`config.mk`:
```
export PLATFORM = sky130hd
export DESIGN_NAME = joystick_axis_autocal_scaler_unit
export DESIGN_NICKNAME = d
export VERILOG_FILES = /design/src/sv/jaas_pkg.sv /design/src/sv/jaas_ctrl.sv /design/src/sv/jaas_dp.sv /design/src/sv/joystick_axis_autocal_scaler_unit.sv
export SDC_FILE = /design/constraint.sdc
export NUM_CORES = 1
export LEC_CHECK = 0
export BUFFER_PORTS_ARGS = -buffer_cell sky130_fd_sc_hd__buf_2
export CORE_ASPECT_RATIO = 1.4
export CORE_MARGIN = 2
export CORE_UTILIZATION = 40
export CTS_CLUSTER_DIAMETER = 30
export DETAILED_ROUTE_END_ITERATION = 7
export GPL_TIMING_DRIVEN = 0
export PLACE_DENSITY = 0.56
export SLEW_MARGIN = 10
export SYNTH_ARGS = -nofsm -noshare
export SYNTH_HDL_FRONTEND = slang
export SYNTH_SLANG_ARGS = --single-unit
```
`constraint.sdc`:
```
create_clock -name clk -period 17.1 [get_ports clk]
set_input_delay 1.71 -clock clk [delete_from_list [all_inputs] [get_ports clk]]
set_output_delay 1.71 -clock clk [all_outputs]
set_load 0.02 [all_outputs]
```
`src/sv/jaas_pkg.sv`:
```
// Shared types and constants for the joystick axis auto-calibrating scaler.
// Used by jaas_ctrl, jaas_dp and the top level.
package jaas_pkg;

  localparam int SAMPLE_W = 8;
  localparam int PCT_W    = 8;
  localparam int DIR_W    = 2;
  localparam int CFG_IDX_W = 3;

  // direction codes
  localparam logic [DIR_W-1:0] DIR_NEUTRAL = 2'd0;
  localparam logic [DIR_W-1:0] DIR_ABOVE   = 2'd1;
  localparam logic [DIR_W-1:0] DIR_BELOW   = 2'd2;

  // register indexes
  localparam logic [CFG_IDX_W-1:0] REG_X_BAND_LOW   = 3'd0;
  localparam logic [CFG_IDX_W-1:0] REG_X_BAND_HIGH  = 3'd1;
  localparam logic [CFG_IDX_W-1:0] REG_Y_BAND_LOW   = 3'd2;
  localparam logic [CFG_IDX_W-1:0] REG_Y_BAND_HIGH  = 3'd3;
  localparam logic [CFG_IDX_W-1:0] REG_X_START_LOW  = 3'd4;
  localparam logic [CFG_IDX_W-1:0] REG_X_START_HIGH = 3'd5;
  localparam logic [CFG_IDX_W-1:0] REG_Y_START_LOW  = 3'd6;
  localparam logic [CFG_IDX_W-1:0] REG_Y_START_HIGH = 3'd7;

  // reset values
  localparam logic [SAMPLE_W-1:0] RST_BAND_LOW   = 8'd118;
  localparam logic [SAMPLE_W-1:0] RST_BAND_HIGH  = 8'd138;
  localparam logic [SAMPLE_W-1:0] RST_START_LOW  = 8'd100;
  localparam logic [SAMPLE_W-1:0] RST_START_HIGH = 8'd156;

  localparam int PCT_FULL  = 100;
  localparam int PROD_W    = 15;   // 255 * 100 fits
  localparam int DIVD_W    = 16;   // dividend / quotient register
  localparam int DIV_STEPS = DIVD_W / 2;   // two quotient bits per cycle
  localparam int CNT_W     = $clog2(DIV_STEPS);

  typedef enum logic [4:0] {
    S_IDLE  = 5'b00001,
    S_SETUP = 5'b00010,
    S_DIV   = 5'b00100,
    S_STORE = 5'b01000,
    S_OUT   = 5'b10000
  } state_t;

  typedef struct packed {
    logic capture;    // latch input samples
    logic setup;      // widen range, form dividend/divisor for axis
    logic div_step;   // one radix-4 divider step
    logic store;      // saturate and keep axis result
    logic load_out;   // move both results into output register
    logic axis;       // 0 = X, 1 = Y
  } ctrl_cmd_t;

  typedef struct packed {
    logic out_busy;   // output register holds a beat that is stalled
  } dp_status_t;

endpackage

```
`src/sv/jaas_ctrl.sv`:
```
// Sequencer for the joystick scaler: steps both axes through setup,
// serial division and result store. Depends on jaas_pkg.
module jaas_ctrl import jaas_pkg::*; (
  input  logic       clk,
  input  logic       rst,
  input  logic       in_valid,
  output logic       in_stall,
  input  dp_status_t status,
  output ctrl_cmd_t  cmd
);

  state_t           state, state_next;
  logic             axis, axis_next;
  logic [CNT_W-1:0] cnt, cnt_next;

  localparam logic [CNT_W-1:0] CNT_LAST = CNT_W'(DIV_STEPS - 1);

  assign in_stall = (state != S_IDLE);

  always_comb begin
    state_next   = state;
    axis_next    = axis;
    cnt_next     = cnt;
    cmd          = '0;
    cmd.axis     = axis;
    case (state)
      S_IDLE: begin
        if (in_valid) begin
          cmd.capture = 1'b1;
          axis_next   = 1'b0;
          state_next  = S_SETUP;
        end
      end
      S_SETUP: begin
        cmd.setup  = 1'b1;
        cnt_next   = '0;
        state_next = S_DIV;
      end
      S_DIV: begin
        cmd.div_step = 1'b1;
        cnt_next     = cnt + 1'b1;
        if (cnt == CNT_LAST) state_next = S_STORE;
      end
      S_STORE: begin
        cmd.store = 1'b1;
        if (!axis) begin
          axis_next  = 1'b1;
          state_next = S_SETUP;
        end else begin
          state_next = S_OUT;
        end
      end
      S_OUT: begin
        if (!status.out_busy) begin
          cmd.load_out = 1'b1;
          state_next   = S_IDLE;
        end
      end
      default: begin
        state_next = S_IDLE;
      end
    endcase
  end

  always_ff @(posedge clk) begin
    if (rst) begin
      state <= S_IDLE;
      axis  <= 1'b0;
      cnt   <= '0;
    end else begin
      state <= state_next;
      axis  <= axis_next;
      cnt   <= cnt_next;
    end
  end

  a_accept_blocks: assert property (@(posedge clk) disable iff (rst)
    in_valid && !in_stall |=> in_stall)
    else $error("input taken while a beat is still in work");

  a_div_len: assert property (@(posedge clk) disable iff (rst)
    state == S_DIV && cnt == CNT_LAST |=> state == S_STORE)
    else $error("divider did not finish after last step");

  a_y_after_x: assert property (@(posedge clk) disable iff (rst)
    state == S_STORE && axis |=> state == S_OUT)
    else $error("Y axis store not followed by output");

endmodule

```
`src/sv/jaas_dp.sv`:
```
// Datapath for the joystick scaler: config and range registers, axis setup,
// shared radix-4 restoring divider, result saturation and output register.
// Depends on jaas_pkg; driven by jaas_ctrl commands.
module jaas_dp import jaas_pkg::*; (
  input  logic                      clk,
  input  logic                      rst,
  input  ctrl_cmd_t                 cmd,
  output dp_status_t                status,
  input  logic                      cfg_en,
  input  logic [CFG_IDX_W-1:0]      cfg_index,
  input  logic [SAMPLE_W-1:0]       cfg_data,
  input  logic [SAMPLE_W-1:0]       x_sample,
  input  logic [SAMPLE_W-1:0]       y_sample,
  output logic                      out_valid,
  input  logic                      out_stall,
  output logic signed [PCT_W-1:0]   x_percent,
  output logic [DIR_W-1:0]          x_dir,
  output logic signed [PCT_W-1:0]   y_percent,
  output logic [DIR_W-1:0]          y_dir
);

  logic [SAMPLE_W-1:0] x_band_low, x_band_high, y_band_low, y_band_high;
  logic [SAMPLE_W-1:0] x_seen_low, x_seen_high, y_seen_low, y_seen_high;
  logic [SAMPLE_W-1:0] xs, ys;

  logic [DIVD_W-1:0]   dd;      // dividend in, quotient out
  logic [SAMPLE_W-1:0] rem;
  logic [SAMPLE_W-1:0] dmag;
  logic                rneg;
  logic [DIR_W-1:0]    dir_r;

  logic signed [PCT_W-1:0] x_pct_r, y_pct_r;
  logic [DIR_W-1:0]        x_dir_r, y_dir_r;

  // axis setup
  logic [SAMPLE_W-1:0] s, bl, bh, lo, hi, lo_n, hi_n, zero;
  logic [SAMPLE_W:0]   band_sum, num, den;
  logic [SAMPLE_W-1:0] num_mag, den_mag;
  logic                above, below;
  logic [PROD_W-1:0]   prod;
  logic [DIR_W-1:0]    dir_c;

  always_comb begin
    s  = cmd.axis ? ys : xs;
    bl = cmd.axis ? y_band_low  : x_band_low;
    bh = cmd.axis ? y_band_high : x_band_high;
    lo = cmd.axis ? y_seen_low  : x_seen_low;
    hi = cmd.axis ? y_seen_high : x_seen_high;
    hi_n = (s > hi) ? s : hi;
    lo_n = (s < lo) ? s : lo;
    band_sum = {1'b0, bl} + {1'b0, bh};
    zero     = SAMPLE_W'(band_sum >> 1);
    above = (s > bh);
    below = !above && (s < bl);
    num = {1'b0, s} - {1'b0, zero};
    den = above ? ({1'b0, hi_n} - {1'b0, zero}) : ({1'b0, lo_n} - {1'b0, zero});
    num_mag = num[SAMPLE_W] ? SAMPLE_W'(-num) : num[SAMPLE_W-1:0];
    den_mag = den[SAMPLE_W] ? SAMPLE_W'(-den) : den[SAMPLE_W-1:0];
    prod = PROD_W'({{(PROD_W-SAMPLE_W){1'b0}}, num_mag} * PROD_W'(PCT_FULL));
    if (above)      dir_c = DIR_ABOVE;
    else if (below) dir_c = DIR_BELOW;
    else            dir_c = DIR_NEUTRAL;
    if (den_mag == '0) dir_c = DIR_NEUTRAL;
  end

  // two restoring steps per cycle
  logic [SAMPLE_W:0]   r1, r2;
  logic                ge1, ge2;
  logic [SAMPLE_W-1:0] r1s, r2s;

  always_comb begin
    r1  = {rem, dd[DIVD_W-1]};
    ge1 = (r1 >= {1'b0, dmag});
    r1s = ge1 ? SAMPLE_W'(r1 - {1'b0, dmag}) : r1[SAMPLE_W-1:0];
    r2  = {r1s, dd[DIVD_W-2]};
    ge2 = (r2 >= {1'b0, dmag});
    r2s = ge2 ? SAMPLE_W'(r2 - {1'b0, dmag}) : r2[SAMPLE_W-1:0];
  end

  // saturate quotient and apply sign rules
  logic [PCT_W-2:0]        mag;
  logic signed [PCT_W-1:0] pct_c;

  always_comb begin
    mag = (dd > DIVD_W'(PCT_FULL)) ? (PCT_W-1)'(PCT_FULL) : dd[PCT_W-2:0];
    case (dir_r)
      DIR_ABOVE: pct_c = rneg ? '0 : {1'b0, mag};
      DIR_BELOW: pct_c = rneg ? -$signed({1'b0, mag}) : '0;
      default:   pct_c = '0;
    endcase
  end

  assign status.out_busy = out_valid && out_stall;

  always_ff @(posedge clk) begin
    if (rst) begin
      x_band_low  <= RST_BAND_LOW;
      x_band_high <= RST_BAND_HIGH;
      y_band_low  <= RST_BAND_LOW;
      y_band_high <= RST_BAND_HIGH;
      x_seen_low  <= RST_START_LOW;
      x_seen_high <= RST_START_HIGH;
      y_seen_low  <= RST_START_LOW;
      y_seen_high <= RST_START_HIGH;
      out_valid   <= 1'b0;
    end else begin
      if (cfg_en) begin
        case (cfg_index)
          REG_X_BAND_LOW:   x_band_low  <= cfg_data;
          REG_X_BAND_HIGH:  x_band_high <= cfg_data;
          REG_Y_BAND_LOW:   y_band_low  <= cfg_data;
          REG_Y_BAND_HIGH:  y_band_high <= cfg_data;
          REG_X_START_LOW:  x_seen_low  <= cfg_data;
          REG_X_START_HIGH: x_seen_high <= cfg_data;
          REG_Y_START_LOW:  y_seen_low  <= cfg_data;
          REG_Y_START_HIGH: y_seen_high <= cfg_data;
          default: ;
        endcase
      end
      if (cmd.setup) begin
        if (cmd.axis) begin
          y_seen_low  <= lo_n;
          y_seen_high <= hi_n;
        end else begin
          x_seen_low  <= lo_n;
          x_seen_high <= hi_n;
        end
      end
      if (cmd.load_out)                out_valid <= 1'b1;
      else if (out_valid && !out_stall) out_valid <= 1'b0;
    end
  end

  always_ff @(posedge clk) begin
    if (cmd.capture) begin
      xs <= x_sample;
      ys <= y_sample;
    end
    if (cmd.setup) begin
      dd    <= {{(DIVD_W-PROD_W){1'b0}}, prod};
      rem   <= '0;
      dmag  <= den_mag;
      rneg  <= num[SAMPLE_W] ^ den[SAMPLE_W] ^ below;
      dir_r <= dir_c;
    end else if (cmd.div_step) begin
      dd  <= {dd[DIVD_W-3:0], ge1, ge2};
      rem <= r2s;
    end
    if (cmd.store) begin
      if (cmd.axis) begin
        y_pct_r <= pct_c;
        y_dir_r <= dir_r;
      end else begin
        x_pct_r <= pct_c;
        x_dir_r <= dir_r;
      end
    end
    if (cmd.load_out) begin
      x_percent <= x_pct_r;
      x_dir     <= x_dir_r;
      y_percent <= y_pct_r;
      y_dir     <= y_dir_r;
    end
  end

  a_rem_bound: assert property (@(posedge clk) disable iff (rst)
    cmd.div_step && dmag != '0 && rem < dmag |=> rem < dmag)
    else $error("divider remainder escaped divisor bound");

  a_x_neutral: assert property (@(posedge clk) disable iff (rst)
    out_valid && x_dir == DIR_NEUTRAL |-> x_percent == '0)
    else $error("X neutral beat with nonzero percent");

  a_y_neutral: assert property (@(posedge clk) disable iff (rst)
    out_valid && y_dir == DIR_NEUTRAL |-> y_percent == '0)
    else $error("Y neutral beat with nonzero percent");

endmodule

```
`src/sv/joystick_axis_autocal_scaler_unit.sv`:
```
// Top level of the joystick axis auto-calibrating scaler.
// Instantiates jaas_ctrl and jaas_dp; depends on jaas_pkg.
//
// Takes one X/Y sample beat, widens each axis's seen range, and reports the
// deflection of each axis in percent (-100..100) with a direction code.
// One beat is worked at a time: a new beat is taken only once the result of the
// last one has been loaded into the output register, and that load waits while
// a stalled beat is still held there. Each axis in turn passes a setup step, the
// single shared divider, which retires two quotient bits a cycle over eight steps,
// and a store step. A result beat waits in the output register while the next
// sample is taken. Config writes are only legal while idle; a write to a
// range-start register also reloads that seen bound.
module joystick_axis_autocal_scaler_unit import jaas_pkg::*; (
  input  logic                     clk,
  input  logic                     rst,
  input  logic                     in_valid,
  output logic                     in_stall,
  input  logic [SAMPLE_W-1:0]      x_sample,
  input  logic [SAMPLE_W-1:0]      y_sample,
  output logic                     out_valid,
  input  logic                     out_stall,
  output logic signed [PCT_W-1:0]  x_percent,
  output logic [DIR_W-1:0]         x_dir,
  output logic signed [PCT_W-1:0]  y_percent,
  output logic [DIR_W-1:0]         y_dir,
  input  logic                     cfg_en,
  input  logic [CFG_IDX_W-1:0]     cfg_index,
  input  logic [SAMPLE_W-1:0]      cfg_data
);

  ctrl_cmd_t  cmd;
  dp_status_t status;

  jaas_ctrl u_ctrl (
    .clk      (clk),
    .rst      (rst),
    .in_valid (in_valid),
    .in_stall (in_stall),
    .status   (status),
    .cmd      (cmd)
  );

  jaas_dp u_dp (
    .clk       (clk),
    .rst       (rst),
    .cmd       (cmd),
    .status    (status),
    .cfg_en    (cfg_en),
    .cfg_index (cfg_index),
    .cfg_data  (cfg_data),
    .x_sample  (x_sample),
    .y_sample  (y_sample),
    .out_valid (out_valid),
    .out_stall (out_stall),
    .x_percent (x_percent),
    .x_dir     (x_dir),
    .y_percent (y_percent),
    .y_dir     (y_dir)
  );

endmodule
```
# Word-level counts from Yosys, hierarchy flattened
# Index checks and enable logic that the tools add are counted.
# word_totals
input_bits	32
word_cells	142
regBits	165
# op_classes
reduce_logical	20
bitwise	3
order_cmp	7
add_sub_neg	10
eq_ne	19
muxes	53
mul	1
# ops
cell	count
2-to-1 mux 8 bit	28
2-to-1 mux 15 bit	2
subtractor 8 x 8 -> 9 bit	3
one-hot mux 5 bit (5 select lines)	1
2-to-1 mux 5 bit	4
greater-or-equal comparator 9 x 8 -> 1 bit	2
> comparator 16 x 7 -> 1 bit (second input constant)	1
> comparator 8 bit	2
< comparator 8 bit	2
negator 8 bit	2
one-hot mux 8 bit (2 select lines)	1
subtractor 8 bit	2
equality test 3 bit (second input constant)	5
2-to-1 mux 7 bit	2
AND reduction 2 bit	7
multiplier 8 x 5 -> 13 bit (second input constant)	1
2-to-1 mux 1 bit	11
adder 8 x 8 -> 9 bit	1
2-to-1 mux 9 bit	1
logical NOT 8 bit	1
negator 7 -> 8 bit	1
nonzero test 2 bit	4
equality test 3 x 2 -> 1 bit (second input constant)	2
one-hot mux 3 bit (2 select lines)	1
other kinds (21)	26

# Depth between registers and ports, before layout
# depth
ltp_word	9
mapped_depth	31
ltp_nobuf	27

# By module
# Synthesis repeated with hierarchy kept, for this count alone.
# hier_totals
hier_cells	1129
area_unflattened_um2	10965.5
# modules_own_cells
mod	cells_per_inst	seq_area_each_um2	area_each_um2	n_inst
jaas_dp	1061	3923.8	10397.5	1
jaas_ctrl	68	180.2	568.0	1

# Least setup slack after synthesis
# Ideal clock, no wire load.
# synth_path
path_type	reg2reg
from	register u_ctrl.axis
to	register u_dp.dd[14] (data pin)
arrival_ns	7.250
period_less_slack_ns	7.514
setup_slack_ns	9.586
stages_incl_launch_ff	32
path_buffers	4
cell_sequence	dfxtp_1 -> buf_6 -> clkbuf_1 -> clkbuf_1 -> clkbuf_1 -> mux2i_1 -> inv_1 -> ha_1 -> a21o_1 -> a21oi_1 -> xor2_1 -> ha_1 -> a21o_1 -> maj3_1 -> maj3_2 -> a21oi_2 -> o21ai_2 -> nand2b_1 -> xnor2_1 -> ha_1 -> ha_1 -> ha_1 -> xnor2_1 -> ha_1 -> a21o_1 -> a21o_1 -> a21o_1 -> a21oi_1 -> o21bai_1 -> a21oi_1 -> xor2_1 -> o21ai_1
# synth_via
elab_chain_cells	7
word_cells_on_any_way	9
# synth_rtl
element	line	source
from (decl)	jaas_ctrl.sv:13	logic axis, axis_next;
from (signal assigned)	jaas_ctrl.sv:72	axis <= axis_next;
2-to-1 mux 8 bit, on equally long branches	jaas_dp.sv:45, jaas_dp.sv:46	
adder 8 x 8 -> 9 bit	jaas_dp.sv:51	band_sum = {1'b0, bl} + {1'b0, bh};
subtractor 8 x 8 -> 9 bit *	jaas_dp.sv:55	num = {1'b0, s} - {1'b0, zero};
negator 8 bit	jaas_dp.sv:57	num_mag = num[SAMPLE_W] ? SAMPLE_W'(-num) : num[SAMPLE_W-1:0];
2-to-1 mux 8 bit *	jaas_dp.sv:57	
multiplier 8 x 5 -> 13 bit *	jaas_dp.sv:59	prod = PROD_W'({{(PROD_W-SAMPLE_W){1'b0}}, num_mag} * PROD_W'(PCT_FULL));
2-to-1 mux 15 bit *	jaas_dp.sv:139	if (cmd.setup) begin
to (signal assigned)	jaas_dp.sv:140	dd <= {{(DIVD_W-PROD_W){1'b0}}, prod};
to (signal assigned)	jaas_dp.sv:146	dd <= {dd[DIVD_W-3:0], ge1, ge2};
to (decl)	jaas_dp.sv:26	logic [DIVD_W-1:0] dd;
# Mark *: on every way between the ends. The rest lies on a longest branch, timed or not.
# A chain may end at the register's enable or synchronous reset.

# Worst setup path in the final report
# Ends and elaborated chain as after synthesis.

==> flow_summary.toml <==
[sta]
fmax_mhz = 111.9
final.setup.worst_slack_ps = 8164
setup_tns_ps = 0
finalHoldViolations = 0
min_period_ps = 8936
slew_headroom_pct = 28.58
worstMarginPinSlew_ps = 1067
hold_ws_ps = 421.0
final-setup-viol-count = 0
drv_slew = 0
clock_skew_ps = 12.65
rsz0062_at_grt = "no"
fin_crit_sh_pct = 52.26

[critical_path]
critical_path.startpoint = "u_ctrl.axis$_SDFFE_PP0P_"
crit_top_cell = "ha_1"
cp_num_buf_inv = 5
cp.arrival_ps = 9120
crit_family = "adder cells"
cp-start-kind = "register"
cp_max_fo = 10
max_stage_delay_ps = 670
path_class = "register to register"
end_kind = "register"
worstPathRequired_ps = 17280
timing.rr.start = "u_ctrl.axis$_SDFFE_PP0P_"
slowest_stage = "clkbuf_1"

[finish]
final_area_sq_mm = 0.01177
regArea_sq_mm = 0.004104
largest_register_ffs = 16
fin_util_pct = 45.24
nets = 1256
final_common_cell = "ha_1"
fill_cells = 2505
drive_above_1_share_pct = 12.21
final_cells = 1454
diodes = 0
top_register = "u_dp.dd"
multiInputGateArea_sq_mm = 0.006006
most-common-layout-cells = "ha_1 (100), nand2_1 (89), dfxtp_1 (85)"
areaGrowthSynthToFinish_pct = 11.95

[grt]
use_met3_pct = 2.856
grt_pass1_vias = 7704
grt_usage_pct = 19.42
grt_pass1_wl_um = 41350
gr-total-overflow = 0
grt_use_met1_pct = 22.19
grt_use_met2_pct = 36.12
antenna_found_initial = 0
top_usage_layer = "met2"
grt_start_max_net_pins = 20

[drt]
dr_total_vias = 7768
drc = 0
vias_per_cell = 5.343
antenna_left = 0
totalWireLength_um = 26230
wl_per_cell_um = 18.04
drtPass1Iterations = 5
drtIter0Drc = 365

[cts]
root_buffer = "clkbuf_16"
path_clk_slew_ps = 70
ctsHoldBuffers = 0
clock_latency_ps = 450
cts_tree = "done"
cts_max_level = 4
clkSinkCount = 165
cts_made_buffers = 17
postCtsSetupRepairBufs = 0
cts_resized = 0
clk_path_buf_depth = 2

[synthesis]
synth_compound_area_share_pct = 15.12
yosys_warnings = 0
synth_nets = 1190
ys_seq_area_share_pct = 39.04
ys.flop_type = "dfxtp_1"
synth-edff-count = 80
netlist_area_sq_mm = 0.01051
synth_seq_cells = 165
synth.distinct_cells = 75
avgSynthCellArea_sq_um = 10.00
synthCells = 1051
ys_async_sr_fraction_pct = 0
yosys.area_share.simple_pct = 13.08
synth_fa_ha_area_share_pct = 13.85
synthXorXnorAreaFrac_pct = 4.713
synth_mux_area_share_pct = 10.33
synth_top_family_by_area = "compound AO/OA/AOI/OAI gates"

[die]
ios = 54
die_x_um = 141.0
dieArea_sq_mm = 0.02761
die_h_um = 195.8
num_rows = 70
initial_utilization_pct = 40.41
fp.coreArea_sq_mm = 0.02601

[worst_hold_path]
hold_start = "u_dp.x_pct_r[6]$_DFFE_PP_"
hp-class = "register to register"

[pwr]
power_leakage_nw = 4.770
finalPower_mw = 1.743
p_per_area_mw_per_mm2 = 148.1
vdd_drop_max_v = 0.0001491

[place]
place_hpwl_um = 20250
place_area_sq_mm = 0.01116
gp_congestion = 0.8386
place_ws_ps = 8143
dp.cells = 1422
io_buffers = 46

[outcome]
outcome = "completed"

[flow_run]
cap_violations = 0
==> kinds of logic (layout without fill, tap and decap cells) <==
logic type,count (synthesis),in the layout
XOR/XNOR,54,54
AND/OR/NAND/NOR,284,284
AO/OA/AOI/OAI,229,229
adder cells (fa/ha/maj),113,113
flip-flops,165,165
buffers and inverters,101,180
multiplexers,105,105
==> power by group <==
part | total [mW] | switching [mW] | internal [mW] | leakage [nW]
registers | 0.443 | 0.00618 | 0.437 | 1.44
clock network | 0.397 | 0.187 | 0.210 | 0.295
logic | 0.903 | 0.478 | 0.425 | 3.03
total | 1.74 | 0.671 | 1.07 | 4.77
==> layout make-up <==
cell class,count,share of cell area [%]
inverters,60,1.914
flip-flops and latches,165,34.87
repair buffers,47,2.052
clock buffers,17,3.615
plain buffers,41,1.542
clock inverters,15,1.531
multi-input cells,785,51.03
well taps,324,3.445
==> synthesized netlist by cell type (6+ instances only) <==
| library cell | number | share of area (%) |
|---|---|---|
| a211o_1 | 17 | 1.4 |
| a211oi_1 | 24 | 1.7 |
| a21o_1 | 34 | 2.4 |
| a21oi_1 | 36 | 1.7 |
| a22o_1 | 9 | 0.75 |
| clkbuf_1 | 33 | 1.2 |
| dfxtp_1 | 85 | 16 |
| edfxtp_1 | 80 | 23 |
| fa_1 | 7 | 1.3 |
| ha_1 | 100 | 12 |
| inv_1 | 58 | 2.1 |
| mux2_2 | 28 | 3.0 |
| mux2i_1 | 77 | 7.3 |
| nand2_1 | 89 | 3.2 |
| nand2b_1 | 15 | 0.89 |
| nand3_1 | 18 | 0.86 |
| nand3b_1 | 6 | 0.43 |
| nand4_1 | 9 | 0.54 |
| nor2_1 | 75 | 2.7 |
| nor2b_1 | 32 | 1.9 |
| nor3_1 | 13 | 0.62 |
| o21a_1 | 6 | 0.43 |
| o21ai_0 | 51 | 2.4 |
| o21bai_1 | 7 | 0.50 |
| xnor2_1 | 37 | 3.1 |
| xor2_1 | 15 | 1.2 |
==> routing by layer <==
metal,vias up,part of all wire (%)
met5,-,0
met4,0,3.0
met3,40,2.4
met2,116,53
met1,3693,41
li1,3919,-
==> worst paths after layout <==
path                                 endpoint  slack (ps)  depth (start not counted)
hold reg to reg   u_dp.x_percent[6]$_DFFE_PP_         420                          0
hold / removal    u_dp.x_percent[6]$_DFFE_PP_         420                          0
setup reg to reg        u_dp.dd[14]$_DFFE_PP_        8160                         31
setup / recovery        u_dp.dd[14]$_DFFE_PP_        8160                         31
(Power assumes the default switching activity.)
